File: config.mk
export PLATFORM = sky130hd
export DESIGN_NAME = istm_div
export DESIGN_NICKNAME = d
export VERILOG_FILES = /design/src/istm_pkg.sv /design/src/istm_div.sv
export SDC_FILE = /design/constraint.sdc
export NUM_CORES = 1
export LEC_CHECK = 0
export BUFFER_PORTS_ARGS = -buffer_cell sky130_fd_sc_hd__clkbuf_2
export CAP_MARGIN = 25
export CORE_AREA = 10 10 199 164
export CTS_CLUSTER_SIZE = 14
export DETAILED_ROUTE_END_ITERATION = 8
export DIE_AREA = 0 0 209 174
export MAX_ROUTING_LAYER = met4
export PLACE_DENSITY_LB_ADDON = 0.08
export SLEW_MARGIN = 20
export SYNTH_ARGS = -nofsm -noshare
export SYNTH_HDL_FRONTEND = slang
export SYNTH_SLANG_ARGS = --single-unit
File: constraint.sdc
create_clock -name clk_i -period 4.1 [get_ports clk_i]
set_input_delay 0.205 -clock clk_i [delete_from_list [all_inputs] [get_ports clk_i]]
set_output_delay 0.205 -clock clk_i [all_outputs]
set_load 0.005 [all_outputs]
File: src/istm_pkg.sv
// Shared types, constants and the reciprocal-root table function for the
// inverse-square key travel mapper. Depends on nothing.
package istm_pkg;

  // Fixed field widths.
  localparam int unsigned READING_BITS = 12;
  localparam int unsigned TRAVEL_BITS  = 10;
  localparam int unsigned KEY_BITS     = 8;
  localparam int unsigned CFG_BITS     = 12;
  localparam int unsigned CFG_IDX_BITS = 2;
  localparam int unsigned WORD_BITS    = 32;
  localparam int unsigned ROM_BITS     = 16;

  // Root is Q.16: sqrt(v << 32) has ROOT_W integer bits, one more after rounding.
  localparam int unsigned ROOT_W  = (READING_BITS + 32 + 1) / 2;
  localparam int unsigned SQ_W    = ROOT_W + 1;
  localparam int unsigned NUM_W   = TRAVEL_BITS + SQ_W;
  localparam int unsigned NSR_W   = NUM_W + SQ_W;
  localparam int unsigned DIVD_W  = NSR_W + 2;
  localparam int unsigned DIVS_W  = SQ_W + 16 + 1;

  // Register indexes.
  localparam logic [CFG_IDX_BITS-1:0] CFG_MAX_TRAVEL  = 2'd0;
  localparam logic [CFG_IDX_BITS-1:0] CFG_REST_LIMIT  = 2'd1;
  localparam logic [CFG_IDX_BITS-1:0] CFG_BOTTOM_FLR  = 2'd2;

  typedef enum logic [1:0] {
    ST_MAPPED  = 2'd0,
    ST_CAL_OK  = 2'd1,
    ST_CAL_REJ = 2'd2,
    ST_BAD_KEY = 2'd3
  } status_e;

  typedef enum logic [3:0] {
    S_IDLE,
    S_SMP_RD,
    S_SMP_FIN,
    S_CAL_CHK,
    S_CAL_SR,
    S_CAL_SB,
    S_CAL_MUL1,
    S_CAL_MUL2,
    S_CAL_D1,
    S_CAL_D2,
    S_CAL_WR,
    S_BAD
  } state_e;

  typedef struct packed {
    logic                    func;
    logic [KEY_BITS-1:0]     key_index;
    logic [READING_BITS-1:0] sample_reading;
    logic [READING_BITS-1:0] new_rest_reading;
    logic [READING_BITS-1:0] new_bottom_reading;
  } in_beat_t;

  typedef struct packed {
    logic [TRAVEL_BITS-1:0] travel;
    logic [1:0]             status;
  } out_beat_t;

  typedef struct packed {
    logic [READING_BITS-1:0] rest;
    logic [READING_BITS-1:0] bottom;
    logic [WORD_BITS-1:0]    icpt;
    logic [WORD_BITS-1:0]    slope;
  } entry_t;

  // round(2^f / sqrt(i)), entry 0 saturated; evaluated at elaboration only.
  function automatic logic [ROM_BITS-1:0] rom_entry(int unsigned i, int unsigned f);
    longint unsigned lim;
    longint unsigned lo;
    longint unsigned hi;
    longint unsigned mid;
    longint unsigned ii;
    ii  = 64'(i);
    lim = 64'd1 << (2 * f);
    lo  = 0;
    hi  = 64'd1 << f;
    if (i == 0) return {ROM_BITS{1'b1}};
    while (lo < hi) begin
      mid = (lo + hi + 1) >> 1;
      if (mid * mid * ii <= lim) lo = mid;
      else hi = mid - 1;
    end
    if ((2 * lo + 1) * (2 * lo + 1) * ii < 4 * lim) lo = lo + 1;
    return lo[ROM_BITS-1:0];
  endfunction

endpackage

File: src/istm_div.sv
// Restoring divider, one quotient bit per cycle, shared by both calibration
// quotients. Depends on istm_pkg.
module istm_div (
  input  logic                           clk_i,
  input  logic                           rst_ni,
  input  logic                           start_i,
  input  logic [istm_pkg::DIVD_W-1:0]    dividend_i,
  input  logic [istm_pkg::DIVS_W-1:0]    divisor_i,
  output logic                           done_o,
  output logic [istm_pkg::DIVD_W-1:0]    quo_o
);
  localparam int unsigned QW = istm_pkg::DIVD_W;
  localparam int unsigned DW = istm_pkg::DIVS_W;
  localparam int unsigned CW = $clog2(QW + 1);

  logic [QW-1:0] quo_q;
  logic [DW-1:0] rem_q, dvs_q;
  logic [CW-1:0] cnt_q;
  logic          busy_q, done_q;
  logic [DW:0]   rem_sh;
  logic          ge;

  // Shift one dividend bit into the partial remainder and compare.
  always_comb begin
    rem_sh = {rem_q, quo_q[QW-1]};
    ge     = rem_sh >= {1'b0, dvs_q};
  end

  always_ff @(posedge clk_i or negedge rst_ni) begin
    if (!rst_ni) begin
      busy_q <= 1'b0;
      done_q <= 1'b0;
      cnt_q  <= '0;
    end else begin
      done_q <= 1'b0;
      if (start_i) begin
        busy_q <= 1'b1;
        cnt_q  <= '0;
      end else if (busy_q) begin
        cnt_q <= cnt_q + CW'(1);
        if (cnt_q == CW'(QW - 1)) begin
          busy_q <= 1'b0;
          done_q <= 1'b1;
        end
      end
    end
  end

  always_ff @(posedge clk_i) begin
    if (start_i) begin
      quo_q <= dividend_i;
      rem_q <= '0;
      dvs_q <= divisor_i;
    end else if (busy_q) begin
      quo_q <= {quo_q[QW-2:0], ge};
      rem_q <= ge ? DW'(rem_sh - {1'b0, dvs_q}) : rem_sh[DW-1:0];
    end
  end

  assign done_o = done_q;
  assign quo_o  = quo_q;
endmodule
Word level (Yosys, flattened, before mapping). Index checks and enable logic that the tools add are counted.

Output and inout bits: 59. Logic and storage cells: 22. Register bits after elaboration: 146.

Magnitude comparators: 1. Muxes and demuxes: 11. Add/subtract/negate cells: 2. Equal/unequal tests: 1. Reductions and logical operators: 1.

Operators with widths (count): 58-bit two-way mux (2); 41-bit by 40-bit greater-or-equal comparator with 1-bit output (1); 40-bit two-way mux (1); 40-bit subtractor (1); 6-bit two-way mux (2); 6-bit by 1-bit adder with 6-bit output, second input constant (1); 6-bit equality test, second input constant (1); 1-bit two-way mux (6); 2-bit nonzero test (1).

Longest topological paths before layout. Gate-level depths: netlist (run 1).

Depth after elaboration: 4. Gate-level depth with buffers: 13.

Worst setup path after synthesis (run 1). Ideal clock, no wire load.

Kind: flip-flop to flip-flop. Start: reg quo_q[57] (netlist: quo_o[57]). End: reg rem_q[32]. Stages on the path, launching flop included: 13. Path slack: 0.907 ns. Buffers on the path: 0. Data arrival time: 3.106 ns. Required time: 4.013 ns. Path through: edfxtp_1 > inv_1 > ha_1 > inv_1 > fa_1 > a211oi_2 > o21bai_2 > a2111oi_4 > a211oi_1 > or4_4 > a211o_1 > xnor2_1 > o31ai_1.

Cells in the longest elaborated chain, start to end: 2. Elaborated cells on any way between the ends: 3. Those cells by class: add/sub (1); order compare (1); mux (1).

Ends and longest elaborated chain: from (decl) (RTL line istm_div.sv:16) `logic [QW-1:0] quo_q;`; from (signal assigned) (RTL line istm_div.sv:51) `quo_q <= dividend_i;`; from (signal assigned) (RTL line istm_div.sv:55) `quo_q <= {quo_q[QW-2:0], ge};`; 40-bit subtractor / 41-bit by 40-bit greater-or-equal comparator with 1-bit output (equally long branches) (RTL line istm_div.sv:56, istm_div.sv:26); 40-bit two-way mux * (RTL line istm_div.sv:56) `rem_q <= ge ? DW'(rem_sh - {1'b0, dvs_q}) : rem_sh[DW-1:0];`; to (signal assigned) (RTL line istm_div.sv:56); to (decl) (RTL line istm_div.sv:17) `logic [DW-1:0] rem_q, dvs_q;`.

Mark *: on every way between the ends. The rest lies on a longest branch, timed or not. A chain may end at the register's enable or synchronous reset.

Worst setup path in the final report (run 1). Ends and elaborated chain as after synthesis.

==> out/summary.txt, run 1 <==
status: finished clean
CP max stage delay: 580 ps
clock sink count: 146
chip width: 209 microns
cell mode on critical path: inv_1
Primary FF master, synth: edfxtp_1
synth unique cells: 71
pins over their slew limit: 0
synthesized cell area: 8470 sq um
Rows: 56
global-route wire length before repair: 41500 microns
Post-CTS Resized: 0
R2R depth: 12
Clk Latency, worst-skew pair: 440 ps
Hold Path Class: in -> reg
Worst Hold Depth: 2
initial antenna violation count: 0
per-cell routed wire length: 18.4 microns
CTS Buf Count: 17
max cap viols: 0
Final nets: 1166
CP max FO: 5
routability cong.: 0.848
die area: 36400 sq um
Global Route Usage Sum: 14.6%
Max Clk Rate: 282 MHz
clk slew on worst S/H paths: 70 ps
Critical Path RT: 4460 ps
minimum clock period: 3540 ps
Antenna diodes: 0
vias in the first global route: 7368
core area: 28700 sq um
crit path launch type: flip-flop
asr flop ratio synth: 5.48%
Via-to-Cell Ratio: 4.97
cell depth of the worst setup path: 12
maximum clock path buffer count: 2
total congestion overflow: 0
Critical Path AT: 3910 ps
CP endpoint kind: flip-flop
Post-Synthesis Cells: 831
Finished Cell Area: 10700 sq um
layout cells sized above 1: 27.1%
final hold vios: 0
synthesized area per cell: 10.2 sq um
synth warn: 0
commonest non-fill, non-tap cell in the layout: clkbuf_2
Slew HR: 33.7%
Syn Nets: 975
buffers plus inverters on the worst setup path: 2
CP cell instances: inv_1, ha_1, inv_1, fa_1, a211oi_2, o21bai_2, a2111oi_4, a211oi_1, or4_4, a211o_1, xnor2_1, o31ai_1
Placed Area: 9730 sq um
CTS tree: yes
IO Pins: 160
Seq/Total Area, Yosys: 46.5%
largest net degree at the start of global routing: 63
H-tree levels: 4
area added between synthesis and finish: 26.4%
Vias: 7014
type of the worst setup path: reg -> reg
number of synthesized flops with an enable pin: 98
slowest CP cell: a2111oi_4
Max rail drop VDD: 0.306 mV
Port Buffers: 159
Final TNS setup: 0 ps
DRT iter0 DRCs: 446
number of routed nets with antenna violations: 0
final setup fails: 0
Yosys reg bits: 146
Core Util, Final: 37.3%
leading cell types in the layout, fill and taps excluded: clkbuf_2 (158), edfxtp_1 (98), nand2_1 (92)
drt drc: 0
Tightest Pin Transition: 970 ps
CTS root buf: clkbuf_16
hpwl dp: 19200 microns
Crit path max-delay family: compound AO/OA/AOI/OAI gates
WL final: 26000 microns
Initial Util: 29.5%
PwrDens: 578 nW/um^2
Leak: 4.61 nW
Die H: 174 microns
unrepaired setup endpoints after global routing: no
router iterations before antenna repair: 5
Tcrit/Tclk final: 86.5%
Final Skew: 13.9 ps
## power breakdown
part | internal, W | switching, W | leakage, nW
Combinational | 0.00106 | 0.00151 | 2.91
Clock | 0.000866 | 0.000722 | 0.269
Sequential | 0.00185 | 0.000191 | 1.44
## layout make-up
cell class                 count  area, sq um
fill                        2959        18000
multi-input combinational    584         4130
sequential                   146         3950
timing repair buffer         221         1400
tap                          377          472
clock buffer                  20          447
inverter                      52          195
clock inverter                12          123
## flip-flops by register name (all words and copies together), names as in the netlist
| name | flops |
|---|---|
| quo_o | 58 |
| busy_q | 1 |
| dvs_q | 40 |
| done_o | 1 |
| rem_q | 40 |
| cnt_q | 6 |
## worst reg2reg max path, stage by stage, from the launching register on
cell	delay [ps]
edfxtp_1	410
inv_1	80
ha_1	160
inv_1	60
fa_1	430
a211oi_2	310
o21bai_2	180
a2111oi_4	580
a211oi_1	170
or4_4	480
a211o_1	290
xnor2_1	130
o31ai_1	180
## cell families after synthesis
logic type               synth area share [%]
AND/OR/NAND/NOR                          13.8
buffers and inverters                    4.71
adder cells (fa/ha/maj)                  6.44
XOR/XNOR                                 3.31
multiplexers                             7.83
AO/OA/AOI/OAI                            17.4
flip-flops                               46.5
## timing repair
| item | CTS | global route |
|---|---|---|
| endpoints found under the hold margin | 48 | 0 |
| setup endpoints to repair | 0 | 0 |
| buffers inserted | 0 | 0 |
| hold buffers | 41 | 0 |
## synthesized netlist by cell type (3+ instances only)
cell | n | area share, %
edfxtp_1 | 98 | 35
nand2_1 | 92 | 4.1
mux2_2 | 58 | 7.7
nor2_1 | 56 | 2.5
a21oi_1 | 51 | 3.0
inv_1 | 51 | 2.3
ha_1 | 42 | 6.2
dfxtp_1 | 40 | 9.4
clkbuf_1 | 34 | 1.5
a21o_1 | 24 | 2.1
a311oi_1 | 24 | 2.5
o21ai_0 | 20 | 1.2
xor2_1 | 19 | 2.0
nand4_1 | 17 | 1.3
nand3_1 | 15 | 0.89
o21ai_1 | 14 | 0.83
xnor2_1 | 13 | 1.3
nor3_1 | 11 | 0.65
a211oi_1 | 10 | 0.89
buf_2 | 10 | 0.59
dfrtp_1 | 8 | 2.4
nor2b_1 | 8 | 0.59
o211ai_1 | 8 | 0.71
a32oi_1 | 7 | 0.72
nand4b_1 | 6 | 0.62
o21a_1 | 6 | 0.53
and3_1 | 5 | 0.37
nor4_1 | 5 | 0.37
a31oi_1 | 4 | 0.30
o21bai_1 | 4 | 0.35
o22ai_1 | 4 | 0.30
a2111oi_0 | 3 | 0.31
a211o_1 | 3 | 0.31
a21boi_1 | 3 | 0.27
and2_1 | 3 | 0.22
and4_1 | 3 | 0.31
buf_1 | 3 | 0.13
nand2b_1 | 3 | 0.22
nand3b_1 | 3 | 0.27
o31ai_1 | 3 | 0.27
or3_1 | 3 | 0.22
## metrics by stage
stage | setup WS [ps] | power (W) | cells | hold WS, ps
after global routing | 332 | 0.00661 | 1412 | 44.1
after global placement | 639 | 0.00460 | 1339 | 77.3
after detailed placement | 582 | 0.00457 | 1339 | 77.3
final | 555 | 0.00619 | 1412 | 60.1
after CTS | 542 | 0.00623 | 1412 | 46.1
after floorplan | 907 | 0.00380 | 831 | -90.6
## layer usage
layer | track usage [%] | up-vias | wire length (microns)
li1 | - | 3469 | -
met4 | 2.93 | 0 | 208
met5 | - | - | 0
met3 | 4.46 | 11 | 1400
met2 | 19.9 | 162 | 10600
met1 | 20.7 | 3372 | 13800
## worst paths after layout
kind | start | to | slack [ps]
max | quo_o[57] | rem_q[32] | 560
min | dividend_i[37] | quo_o[37] | 60
max reg2reg | quo_o[57] | rem_q[32] | 560
min reg2reg | rem_q[7] | rem_q[8] | 490
max in group asynchronous | rst_ni | busy_q | 3730
min in group asynchronous | rst_ni | done_o | 160
No activity file was read; power rests on OpenSTA's default activity.
==> run 2, diff against run 1 <==
--- a/config.mk
+++ b/config.mk
@@ -12,7 +12,6 @@
 export DETAILED_ROUTE_END_ITERATION = 8
 export DIE_AREA = 0 0 209 174
 export MAX_ROUTING_LAYER = met4
-export PLACE_DENSITY_LB_ADDON = 0.08
 export SLEW_MARGIN = 20
 export SYNTH_ARGS = -nofsm -noshare
 export SYNTH_HDL_FRONTEND = slang
==> out/summary.txt, run 2 (synthesis gave the netlist of run 1 again) <==
Max rail drop VDD: 0.333 mV (+8.8%)
Rows: 56 (unchanged)
Clk Latency, worst-skew pair: 440 ps (about the same)
Tcrit/Tclk final: 86.4% (about the same)
status: finished clean
final hold vios: 0 (unchanged)
Seq. cell area: 3950 sq um (unchanged)
Port Buffers: 159 (unchanged)
number of routed nets with antenna violations: 0 (unchanged)
Initial Util: 29.5% (unchanged)
R2R setup slack: 560 ps (about the same)
IO Pins: 160 (unchanged)
Tightest Pin Transition: 935 ps (-34.8 ps)
crit path launch type: flip-flop
final setup fails: 0 (unchanged)
clk slew on worst S/H paths: 70 ps (about the same)
Final Skew: 16.2 ps (+2.32 ps)
leading cell types in the layout, fill and taps excluded: clkbuf_2 (158), edfxtp_1 (98), nand2_1 (92)
maximum clock path buffer count: 2 (unchanged)
Post-CTS Resized: 0 (unchanged)
vias in the first global route: 7086 (-3.8%)
WL final: 24600 microns (-5.6%)
Placed Area: 9620 sq um (-1.2%)
layout cells sized above 1: 26.1% (-0.95 points)
CTS Buf Count: 17 (unchanged)
clock sink count: 146 (unchanged)
Vias: 7049 (+0.50%)
CTS root buf: clkbuf_16
CP cell instances: inv_1, ha_1, inv_1, fa_1, a211oi_2, o21bai_2, a2111oi_4, a211oi_1, or4_4, a311oi_2, xor2_1, o211ai_1
area added between synthesis and finish: 25.2%
initial antenna violation count: 2 (+2)
total congestion overflow: 0 (unchanged)
drt drc: 0 (unchanged)
hpwl dp: 18200 microns (-5.0%)
PwrDens: 570 nW/um^2 (-1.4%)
Critical Path AT: 3850 ps (-60 ps)
Die H: 174 microns (unchanged)
CP max FO: 5 (unchanged)
Multi-input gate area: 4130 sq um (unchanged)
commonest non-fill, non-tap cell in the layout: clkbuf_2
routability cong.: 0.862 (+1.6%)
chip width: 209 microns (unchanged)
type of the worst setup path: reg -> reg
Hold Path Class: in -> reg
max FFs per register: 58 (unchanged)
CP max stage delay: 560 ps (-20 ps)
cell mode on critical path: inv_1
Leak: 4.55 nW (-1.5%)
core area: 28700 sq um (unchanged)
Critical Path RT: 4410 ps (-50 ps)
H-tree levels: 4 (unchanged)
Finished Cell Area: 10600 sq um (-0.93%)
Final TNS setup: 0 ps (unchanged)
CTS tree: yes
slowest CP cell: a2111oi_4
Final nets: 1154 (-1.0%)
Total Power: 0.00605 W (-2.3%)
post-CTS setup buffer count: 0 (unchanged)
router iterations before antenna repair: 5 (unchanged)
Global Route Usage Sum: 13.8% (-0.85 points)
pins over their slew limit: 0 (unchanged)
max cap viols: 0 (unchanged)
CP endpoint kind: flip-flop
per-cell routed wire length: 17.5 microns (-4.9%)
Filler cells: 2913 (-1.6%)
Slew HR: 36.1% (+2.4 points)
DRT iter0 DRCs: 531 (+19%)
Via-to-Cell Ratio: 5.03 (+1.2%)
unrepaired setup endpoints after global routing: no
minimum clock period: 3540 ps (-2.00 ps)
global-route wire length before repair: 39000 microns (-5.9%)
die area: 36400 sq um (unchanged)
largest net degree at the start of global routing: 78 (+24%)
Post-CTS Hold Fix Bufs: 41 (unchanged)
Max Clk Rate: 282 MHz (about the same)
[run 2: cell type report]
cell class | instances | area share [%]
Antenna cell | 2 | 0.0472
Clock buffer | 18 | 4.04
Clock inverter | 14 | 1.42
Inverter | 52 | 1.84
Multi-Input combinational cell | 584 | 39.0
Sequential cell | 146 | 37.2
Tap cell | 377 | 4.45
Timing Repair Buffer | 209 | 12.1
[run 2: through the flow]
step	std cells	setup slack (ps)	utilization [%]	hold WS, ps
CTS	1400	566	36.9	42.6
global route	1402	397	36.9	39.9
finish	1402	557	36.9	67.8
floorplan	831	907	-	-90.6
detailed placement	1327	633	33.5	73.2
global placement	1327	671	33.5	67.4
[run 2: worst max-delay path, delay by kind of cell (launching register included)]
| kind | cells | cell delay [ps] |
|---|---|---|
| flops | 1 | 420 |
| buf+inv | 2 | 130 |
| simple gates | 1 | 490 |
| fa+ha+maj | 2 | 600 |
| xor+xnor | 1 | 190 |
| compound gates | 6 | 1590 |
[run 2: worst paths after layout]
path                                  end            from  depth (start not counted)
max in group asynchronous          busy_q          rst_ni                          2
min in group asynchronous        cnt_q[3]          rst_ni                          2
worst min-delay path            quo_o[44]  dividend_i[44]                          2
worst max-delay path            rem_q[36]       quo_o[57]                         12
worst min register to register   rem_q[5]        rem_q[4]                          2
worst max register to register  rem_q[36]       quo_o[57]                         12
[run 2: per-layer routing]
| metal | wire length (microns) | up-vias | track usage, % |
|---|---|---|---|
| met2 | 10100 | 250 | 19.1 |
| met3 | 2130 | 13 | 4.89 |
| met1 | 12100 | 3317 | 18.5 |
| met4 | 217 | 0 | 3.53 |
| li1 | - | 3469 | - |
| met5 | 0 | - | - |
[run 2: power by group]
part	switching [W]	internal (W)
clock	0.000682	0.000902
combinational	0.00142	0.00100
sequential	0.000190	0.00185
==> run 3, diff against run 2 <==
==> constraint.sdc (replaced) <==
create_clock -name clk_i -period 3 [get_ports clk_i]
set_input_delay 0.15 -clock clk_i [delete_from_list [all_inputs] [get_ports clk_i]]
set_output_delay 0.15 -clock clk_i [all_outputs]
set_load 0.005 [all_outputs]
==> out/summary.txt, run 3 (synthesis gave the netlist of run 1 again) <==
drt drc: 0 (unchanged)
die area: 36400 sq um (unchanged)
Setup crit end: rem_q[32]
Max Clk Rate: 322 MHz (+14%)
Port Buffers: 159 (unchanged)
global-route wire length before repair: 41100 microns (+5.3%)
CP endpoint kind: flip-flop
dpl ws: -94.6 ps (-728 ps)
crit path launch type: flip-flop
chip width: 209 microns (unchanged)
core area: 28700 sq um (unchanged)
CTS tree: yes
Initial Util: 29.5% (unchanged)
vias in the first global route: 7591 (+7.1%)
Hold Path Class: in -> reg
router iterations before antenna repair: 5 (unchanged)
Leak: 4.96 nW (+9.0%)
Tightest Pin Transition: 758 ps (-177 ps)
max cap viols: 0 (unchanged)
initial antenna violation count: 1 (-1)
Critical Path RT: 3350 ps (-1060 ps)
unrepaired setup endpoints after global routing: yes
Total Power: 0.00876 W (+45%)
largest net degree at the start of global routing: 59 (-24%)
maximum clock path buffer count: 2 (unchanged)
minimum clock period: 3110 ps (-435 ps)
final setup fails: 6 (+6)
H-tree levels: 4 (unchanged)
Die H: 174 microns (unchanged)
Filler cells: 2838 (-2.6%)
pins over their slew limit: 0 (unchanged)
Slew HR: 48.2% (+12 points)
Via-to-Cell Ratio: 4.96 (-1.4%)
grt peak-use layer: met2
Crit Reg-Reg Startpoint: quo_o[57]
clock sink count: 146 (unchanged)
max FFs per register: 58 (unchanged)
fin worst setup slack: -108 ps (-665 ps)
PwrDens: 768 nW/um^2 (+35%)
routing usage on met1: 19.1% (+0.53 points)
clk slew on worst S/H paths: 70 ps (about the same)
Multi-input gate area: 4200 sq um (+1.7%)
CTS Buf Count: 17 (unchanged)
failing checks: setup timing
commonest non-fill, non-tap cell in the layout: clkbuf_2
CP cell instances: inv_1, ha_2, inv_2, fa_2, a211oi_4, o21bai_2, a2111oi_4, a211oi_2, or4_4, a211o_1, xnor2_1, o31ai_1
Worst Setup SP: quo_o[57]
type of the worst setup path: reg -> reg
leading cell types in the layout, fill and taps excluded: clkbuf_2 (158), edfxtp_1 (98), nand2_1 (92)
Vias: 7348 (+4.2%)
grt met2 use: 20.1% (+1.0 points)
CTS root buf: clkbuf_16
DRT iter0 DRCs: 591 (+11%)
Max rail drop VDD: 0.488 mV (+47%)
Final nets: 1236 (+7.1%)
R2R setup slack: -110 ps (-660 ps)
Final Skew: 14.8 ps (-1.34 ps)
WL final: 25500 microns (+3.5%)
R2R depth: 12 (unchanged)
Tcrit/Tclk final: 104% (+17 points)
GRT met3 Usage: 4.50% (-0.39 points)
total congestion overflow: 0 (unchanged)
CP max stage delay: 480 ps (-80 ps)
routability cong.: 0.879 (+2.0%)
per-cell routed wire length: 17.2 microns (-2.0%)
Critical Path AT: 3460 ps (-390 ps)
WHS: 18.6 ps (-49.2 ps)
slowest CP cell: or4_4
IO Pins: 160 (unchanged)
hpwl dp: 18900 microns (+3.6%)
Seq. cell area: 3950 sq um (unchanged)
Global Route Usage Sum: 14.3% (+0.49 points)
status: finished with violations
final hold vios: 0 (unchanged)
layout cells sized above 1: 30.5% (+4.4 points)
R2R Path End: rem_q[32]
Core Util, Final: 39.7% (+2.8 points)
area added between synthesis and finish: 34.6%
CP max FO: 3 (-2)
number of routed nets with antenna violations: 0 (unchanged)
Rows: 56 (unchanged)
Clk Latency, worst-skew pair: 440 ps (about the same)
run 3: what timing repair did:
item,4_1_cts,5_1_grt
pin swaps,0,4
endpoints found under the hold margin,77,0
buffers inserted,1,3
hold buffers,70,0
resized for setup,0,18
setup endpoints to repair,5,34
run 3: worst max-delay path, delay by kind of cell, from the launching register on:
kind,cells,cell delay [ps]
buffers and inverters,2,110
DFF,1,380
and+or+nand+nor,1,480
AOI/OAI and AO/OA,6,1370
adders and majority gates,2,550
xor gates and xnor gates,1,120
run 3: through the flow:
stage	instances	area [sq um]	setup TNS [ps]
5_1_grt	1482	11400	-1820
3_3_place_gp	1376	10000	-116
6_report	1482	11400	-379
4_1_cts	1478	11300	-342
3_5_place_dp	1376	10000	-198
2_1_floorplan	831	8480	-28.9
run 3: how the worst min path moves through the flow:
stage | start | end | slack [ps] | cells after the start
finish | dividend_i[48] | quo_o[48] | 20 | 2
global route | dividend_i[24] | quo_o[24] | 6 | 2
CTS | dividend_i[48] | quo_o[48] | 0.1 | 2
detailed placement | rst_ni | cnt_q[3] | 10 | 1
global placement | rst_ni | done_o | 10 | 1
floorplan | rst_ni | busy_q | -150 | 0
run 3: report_power, final:
part / total, W / internal [W] / switching (W) / leakage [nW]
Clock: 0.00209 / 0.00110 / 0.000993 / 0.273
Combinational: 0.00388 / 0.00178 / 0.00210 / 3.25
Sequential: 0.00278 / 0.00252 / 0.000260 / 1.44
Total: 0.00876 / 0.00541 / 0.00335 / 4.96
run 3: area by class of cell:
class | count | area share [%]
Timing Repair Buffer | 291 | 17.8
Tap cell | 377 | 4.13
Clock inverter | 14 | 1.18
Clock buffer | 17 | 3.73
Antenna cell | 1 | 0.0219
Multi-Input combinational cell | 584 | 36.8
Inverter | 52 | 1.71
Sequential cell | 146 | 34.6
run 3: layer usage:
layer / share of wire, % / vias up
met5: 0 / -
met4: 1.6 / 0
met3: 7.7 / 25
met2: 41 / 247
met1: 49 / 3466
li1: - / 3610
