`src/istm_pkg.sv`:
```
// Shared types, constants and the reciprocal-root table function for the
// inverse-square key travel mapper. Depends on nothing.
package istm_pkg;

  // Fixed field widths.
  localparam int unsigned READING_BITS = 12;
  localparam int unsigned TRAVEL_BITS  = 10;
  localparam int unsigned KEY_BITS     = 8;
  localparam int unsigned CFG_BITS     = 12;
  localparam int unsigned CFG_IDX_BITS = 2;
  localparam int unsigned WORD_BITS    = 32;
  localparam int unsigned ROM_BITS     = 16;

  // Root is Q.16: sqrt(v << 32) has ROOT_W integer bits, one more after rounding.
  localparam int unsigned ROOT_W  = (READING_BITS + 32 + 1) / 2;
  localparam int unsigned SQ_W    = ROOT_W + 1;
  localparam int unsigned NUM_W   = TRAVEL_BITS + SQ_W;
  localparam int unsigned NSR_W   = NUM_W + SQ_W;
  localparam int unsigned DIVD_W  = NSR_W + 2;
  localparam int unsigned DIVS_W  = SQ_W + 16 + 1;

  // Register indexes.
  localparam logic [CFG_IDX_BITS-1:0] CFG_MAX_TRAVEL  = 2'd0;
  localparam logic [CFG_IDX_BITS-1:0] CFG_REST_LIMIT  = 2'd1;
  localparam logic [CFG_IDX_BITS-1:0] CFG_BOTTOM_FLR  = 2'd2;

  typedef enum logic [1:0] {
    ST_MAPPED  = 2'd0,
    ST_CAL_OK  = 2'd1,
    ST_CAL_REJ = 2'd2,
    ST_BAD_KEY = 2'd3
  } status_e;

  typedef enum logic [3:0] {
    S_IDLE,
    S_SMP_RD,
    S_SMP_FIN,
    S_CAL_CHK,
    S_CAL_SR,
    S_CAL_SB,
    S_CAL_MUL1,
    S_CAL_MUL2,
    S_CAL_D1,
    S_CAL_D2,
    S_CAL_WR,
    S_BAD
  } state_e;

  typedef struct packed {
    logic                    func;
    logic [KEY_BITS-1:0]     key_index;
    logic [READING_BITS-1:0] sample_reading;
    logic [READING_BITS-1:0] new_rest_reading;
    logic [READING_BITS-1:0] new_bottom_reading;
  } in_beat_t;

  typedef struct packed {
    logic [TRAVEL_BITS-1:0] travel;
    logic [1:0]             status;
  } out_beat_t;

  typedef struct packed {
    logic [READING_BITS-1:0] rest;
    logic [READING_BITS-1:0] bottom;
    logic [WORD_BITS-1:0]    icpt;
    logic [WORD_BITS-1:0]    slope;
  } entry_t;

  // round(2^f / sqrt(i)), entry 0 saturated; evaluated at elaboration only.
  function automatic logic [ROM_BITS-1:0] rom_entry(int unsigned i, int unsigned f);
    longint unsigned lim;
    longint unsigned lo;
    longint unsigned hi;
    longint unsigned mid;
    longint unsigned ii;
    ii  = 64'(i);
    lim = 64'd1 << (2 * f);
    lo  = 0;
    hi  = 64'd1 << f;
    if (i == 0) return {ROM_BITS{1'b1}};
    while (lo < hi) begin
      mid = (lo + hi + 1) >> 1;
      if (mid * mid * ii <= lim) lo = mid;
      else hi = mid - 1;
    end
    if ((2 * lo + 1) * (2 * lo + 1) * ii < 4 * lim) lo = lo + 1;
    return lo[ROM_BITS-1:0];
  endfunction

endpackage

```
`src/istm_sqrt.sv`:
```
// Iterative square root, one root bit per cycle: round(sqrt(v) * 2^16).
// Depends on istm_pkg.
module istm_sqrt (
  input  logic                                clk_i,
  input  logic                                rst_ni,
  input  logic                                start_i,
  input  logic [istm_pkg::READING_BITS-1:0]   val_i,
  output logic                                done_o,
  output logic [istm_pkg::SQ_W-1:0]           root_o
);
  localparam int unsigned RW   = istm_pkg::ROOT_W;
  localparam int unsigned XW   = 2 * RW;
  localparam int unsigned REMW = RW + 4;
  localparam int unsigned CW   = $clog2(RW + 1);

  logic [XW-1:0]   x_q;
  logic [REMW-1:0] rem_q;
  logic [RW-1:0]   root_q;
  logic [CW-1:0]   cnt_q;
  logic            busy_q, done_q;
  logic [istm_pkg::SQ_W-1:0] res_q;

  logic [REMW-1:0] rem_sh, trial, rem_n;
  logic [RW-1:0]   root_n;

  // One digit step: bring down two bits, try (root << 2) | 1.
  always_comb begin
    rem_sh = {rem_q[REMW-3:0], x_q[XW-1 -: 2]};
    trial  = REMW'({root_q, 2'b01});
    if (rem_sh >= trial) begin
      rem_n  = rem_sh - trial;
      root_n = {root_q[RW-2:0], 1'b1};
    end else begin
      rem_n  = rem_sh;
      root_n = {root_q[RW-2:0], 1'b0};
    end
  end

  always_ff @(posedge clk_i or negedge rst_ni) begin
    if (!rst_ni) begin
      busy_q <= 1'b0;
      done_q <= 1'b0;
      cnt_q  <= '0;
    end else begin
      done_q <= 1'b0;
      if (start_i) begin
        busy_q <= 1'b1;
        cnt_q  <= '0;
      end else if (busy_q) begin
        cnt_q <= cnt_q + CW'(1);
        if (cnt_q == CW'(RW - 1)) begin
          busy_q <= 1'b0;
          done_q <= 1'b1;
        end
      end
    end
  end

  // Datapath; final step rounds up when the remainder exceeds the root.
  always_ff @(posedge clk_i) begin
    if (start_i) begin
      x_q    <= XW'({val_i, 32'd0});
      rem_q  <= '0;
      root_q <= '0;
    end else if (busy_q) begin
      x_q    <= {x_q[XW-3:0], 2'b00};
      rem_q  <= rem_n;
      root_q <= root_n;
      if (cnt_q == CW'(RW - 1)) begin
        res_q <= (rem_n > REMW'(root_n)) ? istm_pkg::SQ_W'(root_n) + istm_pkg::SQ_W'(1)
                                         : istm_pkg::SQ_W'(root_n);
      end
    end
  end

  assign done_o = done_q;
  assign root_o = res_q;
endmodule

```
`config.mk`:
```
export PLATFORM = sky130hd
export DESIGN_NAME = istm_sqrt
export DESIGN_NICKNAME = d
export VERILOG_FILES = /design/src/istm_pkg.sv /design/src/istm_sqrt.sv
export SDC_FILE = /design/constraint.sdc
export NUM_CORES = 1
export LEC_CHECK = 0
export CORE_ASPECT_RATIO = 0.8
export CORE_MARGIN = 4
export CORE_UTILIZATION = 30
export CTS_BUF_LIST = sky130_fd_sc_hd__clkbuf_8
export CTS_CLUSTER_DIAMETER = 120
export DETAILED_ROUTE_END_ITERATION = 8
export DONT_BUFFER_PORTS = 1
export MAX_ROUTING_LAYER = met4
export REMOVE_ABC_BUFFERS = 1
export SYNTH_ARGS = -nofsm -noshare
export SYNTH_HDL_FRONTEND = slang
export SYNTH_SLANG_ARGS = --single-unit
```
`constraint.sdc`:
```
create_clock -name clk_i -period 4.4 [get_ports clk_i]
set_input_delay 0.88 -clock clk_i [delete_from_list [all_inputs] [get_ports clk_i]]
set_output_delay 0.88 -clock clk_i [all_outputs]
set_load 0.05 [all_outputs]
```
# Word level (Yosys, flattened, before mapping)
# Index checks and enable logic that the tools add are counted.
[word_totals]
ff_bits = 88
in_bits = 15
out_inout_bits = 24
[op_classes]
addsub = 3
order_cmp = 2
eq_ne = 1
mux = 13
bitwise_logic = 1
reduce_logical = 2
[ops]
columns = ["op", "n"]
rows = [
  ["44-bit two-way mux", 2],
  ["26-bit by 24-bit greater-or-equal comparator with 1-bit output", 1],
  ["26-bit by 22-bit > comparator with 1-bit output", 1],
  ["26-bit two-way mux", 1],
  ["26-bit by 24-bit subtractor with 26-bit output", 1],
  ["22-bit by 1-bit adder with 23-bit output, second input constant", 1],
  ["22-bit two-way mux", 1],
  ["5-bit two-way mux", 2],
  ["1-bit two-way mux", 7],
  ["5-bit by 1-bit adder with 5-bit output, second input constant", 1],
  ["5-bit == test, second input constant", 1],
  ["3-bit AND reduction", 1],
  ["2-bit nonzero test", 1],
  ["1-bit inverter", 1],
]

# Depth between registers and ports, before layout
# Gate-level depths: netlist of run 1.
[depth]
ltp_word = 4
mapped_depth = 23
depth_no_buf = 21

# Least setup slack after synthesis of run 1
# OpenSTA, ideal clock, no wires.
[synth_timing]
path_type = "reg-to-reg"
start = "register root_q[1]"
end = "register res_q, in the netlist root_o[1] (data pin)"
setup_time_ns = 0.260
t_arrival_ns = 4.402
slack_ns = -0.263
path_stages_with_launch = 23
path_buffers = 3
period_less_slack_ns = 4.663
path_cell_list = "dfxtp_1 clkbuf_1 inv_1 ha_1 nand3_1 a21oi_1 o21ai_1 a211oi_1 nor2_1 inv_2 buf_1 a21oi_1 ha_1 a21o_1 a21o_1 a21oi_1 a21oi_1 a211oi_1 o21ai_0 a2111oi_4 buf_6 nand2_2 mux2_4"
[synth_via]
elab_chain_cells = 4
[synth_lines]
columns = ["element", "line_no", "text"]
rows = [
  ["start, declared", "istm_sqrt.sv:18", "logic [RW-1:0] root_q;"],
  ["start signal, assigned", "istm_sqrt.sv:68", "root_q <= root_n;"],
  ["26-bit by 24-bit subtractor with 26-bit output / 26-bit by 24-bit greater-or-equal comparator with 1-bit output (equally long branches)", "istm_sqrt.sv:31, istm_sqrt.sv:30", ""],
  ["26-bit two-way mux (*)", "istm_sqrt.sv:30", "if (rem_sh >= trial) begin"],
  ["net rem_n[15]", "istm_sqrt.sv:23", "logic [REMW-1:0] rem_sh, trial, rem_n;"],
  ["26-bit by 22-bit > comparator with 1-bit output (*)", "istm_sqrt.sv:70", "res_q <= (rem_n > REMW'(root_n)) ? istm_pkg::SQ_W'(root_n) + istm_pkg::SQ_W'(1)"],
  ["22-bit two-way mux (*)", "istm_sqrt.sv:70", ""],
  ["end signal, assigned", "istm_sqrt.sv:70", ""],
  ["end, declared", "istm_sqrt.sv:21", "logic [istm_pkg::SQ_W-1:0] res_q;"],
]
# The timed path passes the listed nets; every way through them passes the cells marked *.
# A chain may end at the register's enable or synchronous reset.

# Final worst setup path of run 1
[layout_timing]
start = "register root_q[3]"
end = "register res_q, in the netlist root_o[1] (data pin)"
# Same word-level chain as after synthesis.

==> results.sh, run 1 <==
export IMPL_ios=39
export IMPL_ys_types=60
export IMPL_fin_crit_sh_pct=101
export IMPL_status="finished with violations"
export IMPL_power_total_mw=8.56
export IMPL_grt_antenna_before_repair=0
export IMPL_cts_buffers=9
export IMPL_vias=5757
export IMPL_tritoncts="built"
export IMPL_setup_viol=19
export IMPL_worst_setup_path_end_kind="flop"
export IMPL_violations="negative setup slack"
export IMPL_rsz0062_at_grt="yes"
export IMPL_required_ns=4.55
export IMPL_grt_pass1_vias=5597
export IMPL_p_int_mw=4.78
export IMPL_max_slew_margin_pct=46.2
export IMPL_cp_slowest_cell="dfxtp_2"
export IMPL_drtIter0Drc=456
export IMPL_cp_common_cell="o21ai_2"
export IMPL_avgSynthCellArea_um2=8.76
export IMPL_syn_inst=675
export IMPL_crit_fanout=5
export IMPL_pwr_share_clk_pct=7.2
export IMPL_synth_most_common_cell="nor2_1"
export IMPL_cp_num_buf_inv=3
export IMPL_gr_usage_all_layers_pct=17.4
export IMPL_fin_crit_ns=4.45
export IMPL_yosysTopAreaCellShare_pct=17.8
export IMPL_slowest_delay_ns=0.37
export IMPL_areaGrowthSynthToFinish_pct=52.9
export IMPL_port_buffers=0
export IMPL_core_area_mm2=0.0191
export IMPL_top_usage_layer="met1"
export IMPL_place_hpwl_um=13000
export IMPL_fin_tns_setup_ns=-0.355
export IMPL_worstMarginPinSlew_ns=0.807
export IMPL_path_class="reg2reg"
export IMPL_cts_htree_levels=3
export IMPL_cp_top_family="compound AO/OA/AOI/OAI gates"
export IMPL_clk_insertion_delay_late_ns=0.39
export IMPL_die_h_um=134
export IMPL_antenna_cells=0
export IMPL_cp_cell_sequence="inv_4 > ha_4 > a21oi_4 > nand2_2 > o21a_1 > buf_6 > o21a_1 > o21a_1 > o21ai_1 > nand2b_1 > xnor2_2 > o21ai_2 > ha_2 > nand4_1 > o21ai_2 > o21ai_2 > a21oi_2 > a211oi_2 > o21ai_2 > a2111oi_4 > buf_6 > nand2_2 > mux2_4"
export IMPL_seq_area_frac_synth_pct=36.3
export IMPL_regToRegSetupSlack_ns=-0.05
export IMPL_avgViaCountPerCell=5.07
export IMPL_yosysWarningCount=0
export IMPL_drc=0
export IMPL_cp_startpoint="root_q[3]"
export IMPL_max_clock_freq_mhz=225
export IMPL_synth_commonest_cells="nor2_1 (89), a21oi_1 (51), nand2_1 (50), ha_1 (49), dfxtp_1 (46)"
export IMPL_hold_buffers=0
export IMPL_drive_gt1_share_pct=45.7
export IMPL_finClkSkew_ns=0.0101
export IMPL_ys_ff_latch=88
export IMPL_synth_async_sr_flop_share_pct=7.95
export IMPL_synth_edf_count=35
export IMPL_n_fill_cell=1720
export IMPL_power_density_mw_per_mm2=947
export IMPL_place_congestion=0.864
export IMPL_p_sw_share_pct=44.2
export IMPL_cts_buffer_depth=2
export IMPL_die_w_um=165
export IMPL_grt_first_pass_wirelength_um=29700
export IMPL_use_met1_pct=25.5
export IMPL_synthTopCellsByArea="edfxtp_1 (18%), dfxtp_1 (16%), ha_1 (10%)"
export IMPL_finalHoldViolCount=0
export IMPL_gr_usage_met2_pct=24.7
export IMPL_grt_max_degree=66
export IMPL_seqPwrFrac_pct=12.7
export IMPL_cts_clk_slew_worst_paths_ns=0.09
export IMPL_first_pass_iters=5
export IMPL_ant_nets=0
export IMPL_cts_root_buf="clkbuf_8"
export IMPL_die_area_mm2=0.0220
export IMPL_yosys_most_used_dff="dfxtp_1"
export IMPL_wire_per_inst_um=16.6
export IMPL_cellLeakagePower_nw=3.79
export IMPL_cp_arrival_ns=4.60
export IMPL_rr_startpoint="root_q[3]"
export IMPL_cts_num_sinks=88
export IMPL_cap_violations=0
export IMPL_grt_use_met3_pct=3.28
export IMPL_initial_utilization_pct=30.9
export IMPL_hp_class="in2async"
export IMPL_synth_top_area_cell="edfxtp_1"
export IMPL_grt_overflow_total=0
export IMPL_finalNetCount=936
export IMPL_rows=45
export IMPL_cp_start_kind="flop"
export IMPL_wl_um=18800
export IMPL_slew_violations=0
export IMPL_final_setup_worst_slack_ns=-0.0467
export IMPL_vdd_ir_drop_max_mv=0.516
export IMPL_pre_cts_ws_ns=-0.786
export IMPL_pwr_share_comb_pct=80.1
export IMPL_syn_cell_area_mm2=0.00591
export IMPL_switchingPower_mw=3.79
[worst paths after layout]
path,to,depth (start not counted)
min,busy_q,0
min reg2reg,root_q[21],2
max in group asynchronous,busy_q,0
max,root_o[1],23
min in group clk_i,root_q[21],2
max reg2reg,root_o[1],23
[power groups by stage]
stage	clock network (mW)	logic [mW]	registers, mW
floorplan	0	2.62	1.06
global placement	0	4.79	1.06
detailed placement	0	4.82	1.06
CTS	0.635	6.08	1.08
global route	0.661	7.41	1.10
finish	0.620	6.86	1.08
[cell families (layout without fill, tap and decap cells)]
kind of cell | Yosys count | count (layout) | synth area share, %
compound gates | 158 | 158 | 17.5
simple gates | 224 | 224 | 17.4
mux | 40 | 40 | 7.07
xor+xnor | 43 | 43 | 6.37
buf+inv | 73 | 275 | 4.93
flops | 88 | 88 | 36.3
fa+ha+maj | 49 | 49 | 10.4
[through the flow]
stage	hold WS, ns	utilization [%]	instance area (um^2)	cells
floorplan	0.457	-	5760	639
global placement	0.478	39.1	7490	1081
detailed placement	0.508	39.1	7490	1081
CTS	0.153	45.3	8670	1125
global route	0.157	47.2	9040	1135
finish	0.172	47.2	9040	1135
[final cells by class]
type	count	area [um^2]	share of cell area [%]
multi-input combinational	514	4450	49.2
sequential	88	2160	23.9
timing repair buffer	221	1750	19.3
tap	258	323	3.57
inverter	37	149	1.65
clock buffer	10	138	1.52
clock inverter	6	66.3	0.734
timing repair inverter	1	7.51	0.0830
[layout by cell type (no fill, tap or decap), types with 12 or more instances in the layout]
cell | synthesis | final
buf_4 | 0 | 206
mux2i_1 | 29 | 29
a21oi_1 | 51 | 24
dfxtp_2 | 0 | 13
ha_1 | 49 | 22
inv_1 | 36 | 26
xnor2_1 | 31 | 28
nand4_1 | 17 | 17
nand2_1 | 50 | 46
nor3_1 | 28 | 19
nor2_1 | 89 | 84
dfxtp_1 | 46 | 33
ha_4 | 0 | 26
a21oi_2 | 0 | 21
edfxtp_1 | 35 | 35
o21ai_0 | 30 | 12
[layer usage]
layer  share of wire [%]  vias up  wire length [um]
li1                    -     2815                 -
met1                  50     2748              9440
met2                  43      173              8100
met3                 5.3       21              1000
met4                 1.4        0               259
met5                   0        -                 0
[timing repair]
item | in CTS | in global routing
setup buffers | 27 | 13
gates resized for setup | 152 | 71
cloned | 2 | 0
setup endpoints to repair | 23 | 23
pin swaps | 64 | 61
[registers in the layout, indices dropped and copies added, names as in the netlist]
register,count
x_q,12
rem_q,24
cnt_q,5
root_q,22
busy_q,1
root_o,23
done_o,1
[worst reg2reg max path, stage by stage (launching register included)]
cell and delay, ns:
dfxtp_2 0.37, inv_4 0.06, ha_4 0.28, a21oi_4 0.16, nand2_2 0.10, o21a_1 0.24
buf_6 0.13, o21a_1 0.21, o21a_1 0.20, o21ai_1 0.17, nand2b_1 0.11, xnor2_2 0.19
o21ai_2 0.09, ha_2 0.16, nand4_1 0.10, o21ai_2 0.07, o21ai_2 0.16, a21oi_2 0.09
a211oi_2 0.28, o21ai_2 0.11, a2111oi_4 0.35, buf_6 0.20, nand2_2 0.08, mux2_4 0.31
Note: power is estimated with default switching activity, not from simulation.
==> run 2, diff against run 1 <==
SETUP_SLACK_MARGIN = 0.05   (was unset)
==> run 2 against run 1 <==
Worst hold slack improved by 0.0028 ns. Highest routed layer unchanged. Critical endpoint unchanged. Power grew 1.5%. Flip-flop and latch count did not move. Sequential share of layout area shrank 0.17 points. Setup slack worse by 0.080 ns. Fmax fell by 1.8%. Final cell count grew 0.18%. Critical path depth down 3. The flow still finishes with violations (negative setup slack). Combinational power grew 2%. Largest cell class unchanged.
==> results.sh, run 2 (same netlist as run 1, synthesis figures left out) <==
export IMPL_status="finished with violations"
export IMPL_violations="negative setup slack"
export IMPL_avgViaCountPerCell=5.06
export IMPL_final_setup_worst_slack_ns=-0.127
export IMPL_antenna_cells=0
export IMPL_setup_viol=22
export IMPL_p_int_mw=4.83
export IMPL_cts_clk_slew_worst_paths_ns=0.09
export IMPL_die_h_um=134
export IMPL_required_ns=4.54
export IMPL_finalNetCount=938
export IMPL_max_clock_freq_mhz=221
export IMPL_fin_crit_sh_pct=103
export IMPL_worstMarginPinSlew_ns=0.816
export IMPL_die_area_mm2=0.0220
export IMPL_pwr_share_comb_pct=80.5
export IMPL_drtIter0Drc=518
export IMPL_finalHoldViolCount=0
export IMPL_cap_violations=0
export IMPL_wire_per_inst_um=16.6
export IMPL_gr_usage_all_layers_pct=17.5
export IMPL_port_buffers=0
export IMPL_layout_commonest_cell="buf_4"
export IMPL_grt_max_degree=66
export IMPL_slew_violations=0
export IMPL_cellLeakagePower_nw=3.81
export IMPL_tritoncts="built"
export IMPL_rsz0062_at_grt="yes"
export IMPL_cts_buffers=9
export IMPL_hp_class="in2async"
export IMPL_vias=5749
export IMPL_wl_um=18900
export IMPL_worst_setup_path_end_kind="flop"
export IMPL_final_cell_mix="buf_4 (206), nor2_1 (84), nand2_1 (45)"
export IMPL_pwr_share_clk_pct=7.1
export IMPL_grt_first_pass_wirelength_um=29700
export IMPL_crit_fanout=5
export IMPL_largest_register="rem_q"
export IMPL_grt_overflow_total=0
export IMPL_ios=39
export IMPL_power_total_mw=8.70
export IMPL_cts_htree_levels=3
export IMPL_areaGrowthSynthToFinish_pct=54.0
export IMPL_path_class="reg2reg"
export IMPL_first_pass_iters=5
export IMPL_drc=0
export IMPL_clk_insertion_delay_late_ns=0.39
export IMPL_cts_buffer_depth=2
export IMPL_core_area_mm2=0.0191
export IMPL_fin_crit_ns=4.53
export IMPL_initial_utilization_pct=30.9
export IMPL_cts_root_buf="clkbuf_8"
export IMPL_cp_arrival_ns=4.67
export IMPL_hold_buffers=0
export IMPL_die_w_um=165
export IMPL_max_slew_margin_pct=45.6
export IMPL_cts_num_sinks=88
export IMPL_grt_antenna_before_repair=0
export IMPL_rows=45
export IMPL_grt_pass1_vias=5599
export IMPL_power_density_mw_per_mm2=955
export IMPL_cp_start_kind="flop"
export IMPL_finClkSkew_ns=0.00994
export IMPL_largest_reg_flops=24
export IMPL_ant_nets=0
export IMPL_p_sw_share_pct=44.4
export IMPL_switchingPower_mw=3.87
export IMPL_seqPwrFrac_pct=12.4
export IMPL_drive_gt1_share_pct=46.3
export IMPL_place_hpwl_um=13000
export IMPL_fin_tns_setup_ns=-1.85
export IMPL_place_congestion=0.864
export IMPL_vdd_ir_drop_max_mv=0.549
[run 2: layer usage]
metal / vias up / wire length [um] / share of wire, % / track usage [%]
li1: 2814 / - / - / -
met1: 2748 / 9490 / 50 / 25.5
met2: 164 / 8170 / 43 / 24.7
met3: 23 / 992 / 5.2 / 3.28
met4: 0 / 266 / 1.4 / 4.20
met5: - / 0 / 0 / -
[run 2: worst paths after layout]
path,start,endpoint,slack [ns],cells past startpoint
hold reg to reg,root_q[21],root_q[21],0.52,2
setup / recovery,root_q[8],root_o[1],-0.13,20
hold / removal,rst_ni,busy_q,0.17,0
max in group asynchronous,rst_ni,busy_q,4.15,0
setup reg to reg,root_q[8],root_o[1],-0.13,20
min in group clk_i,root_q[21],root_q[21],0.52,2
[run 2: stage by stage]
stage / area (um^2) / cells / worst slack, ns / util (%) / hold WS, ns
final: 9100 / 1137 / -0.127 / 47.6 / 0.175
after global routing: 9100 / 1137 / -0.291 / 47.6 / 0.157
after CTS: 8670 / 1125 / -0.0411 / 45.3 / 0.153
after detailed placement: 7490 / 1081 / -0.786 / 39.1 / 0.508
after global placement: 7490 / 1081 / -0.706 / 39.1 / 0.478
after floorplan: 5760 / 639 / -1.14 / - / 0.457
[run 2: power by group through the flow]
stage	Clock (mW)	Combinational, mW	Sequential (mW)
2_1_floorplan	0	2.62	1.06
6_report	0.617	7.00	1.08
4_1_cts	0.635	6.09	1.08
3_3_place_gp	0	4.79	1.06
5_1_grt	0.661	7.52	1.09
3_5_place_dp	0	4.82	1.06
[run 2: cell type report]
class | count | area [um^2]
inverter | 37 | 149
clock inverter | 6 | 66.3
clock buffer | 10 | 138
sequential | 88 | 2160
multi-input combinational | 514 | 4470
tap | 258 | 323
timing repair buffer | 223 | 1780
fill | 1715 | 10000
timing repair inverter | 1 | 7.51
[run 2: what timing repair did]
item,CTS,global route
setup endpoints to repair,23,23
pin swaps,66,72
setup buffers,27,14
gates resized for setup,153,78
cloned,2,1
[run 2: critical path: stages, from the launching register on]
cell and delay [ns]:
dfxtp_2 0.34, inv_2 0.05, ha_4 0.26, buf_6 0.13
a211oi_4 0.26, o211ai_1 0.15, a21boi_2 0.21, o31ai_4 0.11
nor2b_4 0.14, nor3_2 0.12, xor2_1 0.24, a21oi_2 0.11
ha_1 0.31, nand4_1 0.23, nor3_4 0.28, buf_4 0.14
o211ai_1 0.13, a2111oi_4 0.43, buf_6 0.22, nand2_4 0.08
mux2_4 0.32
==> run 3, diff against run 2 <==
SKIP_CTS_REPAIR_TIMING = 1   (was unset)
clock period = 4.24 ns   (was 4.4 ns; I/O delays follow)
==> run 3 against run 2 <==
The flow still finishes with violations (negative setup slack). Global-route usage down 1.5 points. Highest routed layer unchanged. Power shrank 2.9%. Design area decreased by 3.4%. Sequential power is 4% higher. Clock skew increased by 0.0018 ns. Utilization is 1.6 points lower. Largest power group unchanged. Die area unchanged.
==> results.sh, run 3 (same netlist as run 1, synthesis figures left out) <==
export IMPL_worst_setup_path_end_kind="flop"
export IMPL_n_fill_cell=1762
export IMPL_initial_utilization_pct=30.9
export IMPL_hp_class="in2async"
export IMPL_slew_violations=0
export IMPL_die_h_um=134
export IMPL_dr_wl_met2_um=7600
export IMPL_pre_cts_ws_ns=-1.13
export IMPL_setup_viol=23
export IMPL_die_w_um=165
export IMPL_drtIter0Drc=334
export IMPL_crit_fanout=6
export IMPL_cts_htree_levels=3
export IMPL_violations="negative setup slack"
export IMPL_cp_top_family="compound AO/OA/AOI/OAI gates"
export IMPL_cts_root_buf="clkbuf_8"
export IMPL_finClkSkew_ns=0.0117
export IMPL_first_pass_iters=5
export IMPL_grt_overflow_total=0
export IMPL_finalInstanceArea_mm2=0.00879
export IMPL_areaGrowthSynthToFinish_pct=48.8
export IMPL_layout_commonest_cell="buf_4"
export IMPL_core_area_mm2=0.0191
export IMPL_required_ns=4.38
export IMPL_place_area_mm2=0.00752
export IMPL_cp_cell_sequence="inv_2 > ha_4 > nand3_1 > a21boi_2 > o31ai_4 > o31ai_4 > nor2b_2 > nor3_2 > xor2_1 > a21oi_2 > ha_1 > nand4_1 > nor3_2 > buf_4 > o211ai_1 > a2111oi_4 > buf_6 > clkbuf_16 > a211oi_2 > xnor2_1"
export IMPL_cp_start_kind="flop"
export IMPL_worstMarginPinSlew_ns=0.841
export IMPL_power_total_mw=8.44
export IMPL_max_slew_margin_pct=43.9
export IMPL_cts_clk_slew_worst_paths_ns=0.10
export IMPL_fin_crit_sh_pct=107
export IMPL_clk_insertion_delay_late_ns=0.39
export IMPL_dr_wl_met3_um=942
export IMPL_cp_arrival_ns=4.68
export IMPL_ios=39
export IMPL_vias=5530
export IMPL_tritoncts="built"
export IMPL_drc=0
export IMPL_largest_register="rem_q"
export IMPL_drive_gt1_share_pct=44.0
export IMPL_fin_crit_ns=4.54
export IMPL_fin_tns_setup_ns=-5.91
export IMPL_cts_num_sinks=88
export IMPL_vdd_ir_drop_max_mv=0.363
export IMPL_grt_first_pass_wirelength_um=27000
export IMPL_die_area_mm2=0.0220
export IMPL_power_density_mw_per_mm2=960
export IMPL_cellLeakagePower_nw=3.67
export IMPL_top_layer="met4"
export IMPL_wl_um=18100
export IMPL_rows=45
export IMPL_cp_num_buf_inv=4
export IMPL_cp_slowest_cell="dfxtp_1"
export IMPL_path_class="reg2reg"
export IMPL_grt_pass1_vias=5162
export IMPL_cts_buffers=9
export IMPL_largest_reg_flops=24
export IMPL_place_hpwl_um=13000
export IMPL_avgViaCountPerCell=4.92
export IMPL_grt_max_degree=66
export IMPL_wire_per_inst_um=16.1
export IMPL_cap_violations=0
export IMPL_status="finished with violations"
export IMPL_antenna_cells=0
export IMPL_final_cell_mix="buf_4 (199), nor2_1 (82), nand2_1 (46)"
export IMPL_place_congestion=0.866
export IMPL_cts_buffer_depth=2
export IMPL_finalHoldViolCount=0
export IMPL_port_buffers=0
export IMPL_ant_nets=0
export IMPL_finalNetCount=924
export IMPL_max_clock_freq_mhz=220
export IMPL_rsz0062_at_grt="yes"
export IMPL_gr_usage_all_layers_pct=15.9
export IMPL_grt_antenna_before_repair=0
export IMPL_drt_met1_wl_um=9400
export IMPL_final_setup_worst_slack_ns=-0.299
export IMPL_slowest_delay_ns=0.37
==> run 3: changes by cell type in the layout (fill, tap and decap cells not counted), sizes merged <==
cell,previous run,this run
clkinvlp,2,1
buf,222,208
clkinv,1,2
==> run 3: worst paths after layout <==
| kind | start | end | slack [ns] | cells past startpoint |
|---|---|---|---|---|
| max | root_q[2] | root_o[10] | -0.30 | 20 |
| min | rst_ni | cnt_q[3] | 0.15 | 0 |
| max reg2reg | root_q[2] | root_o[10] | -0.30 | 20 |
| min reg2reg | rem_q[22] | rem_q[22] | 0.52 | 2 |
| max in group asynchronous | rst_ni | busy_q | 4.02 | 0 |
| min in group clk_i | rem_q[22] | rem_q[22] | 0.52 | 2 |
==> run 3: cell type report <==
type	count	area [um^2]	area share, %
Multi-Input combinational cell	514	4310	49.0
Timing Repair inverter	1	7.51	0.0854
Sequential cell	88	2160	24.6
Tap cell	258	323	3.67
Clock buffer	10	138	1.57
Timing Repair Buffer	209	1640	18.7
Clock inverter	6	72.6	0.825
Inverter	37	141	1.61
==> run 3: layer usage <==
metal | track usage [%] | up-vias
li1 | - | 2793
met1 | 24.2 | 2597
met2 | 21.3 | 128
met3 | 3.77 | 12
met4 | 3.05 | 0
met5 | - | -
==> run 3: where the power goes <==
| part | internal [mW] | switching, mW | leakage, nW |
|---|---|---|---|
| clock | 0.297 | 0.350 | 0.109 |
| sequential | 1.02 | 0.109 | 0.816 |
| combinational | 3.41 | 3.26 | 2.75 |
| total | 4.72 | 3.72 | 3.67 |
==> run 3: metrics by stage <==
| step | hold slack [ns] | util (%) | cells |
|---|---|---|---|
| 2_1_floorplan | 0.457 | - | 639 |
| 3_5_place_dp | 0.499 | 39.3 | 1084 |
| 6_report | 0.145 | 45.9 | 1123 |
| 3_3_place_gp | 0.480 | 39.3 | 1084 |
| 4_1_cts | 0.123 | 40.4 | 1100 |
| 5_1_grt | 0.114 | 45.9 | 1123 |
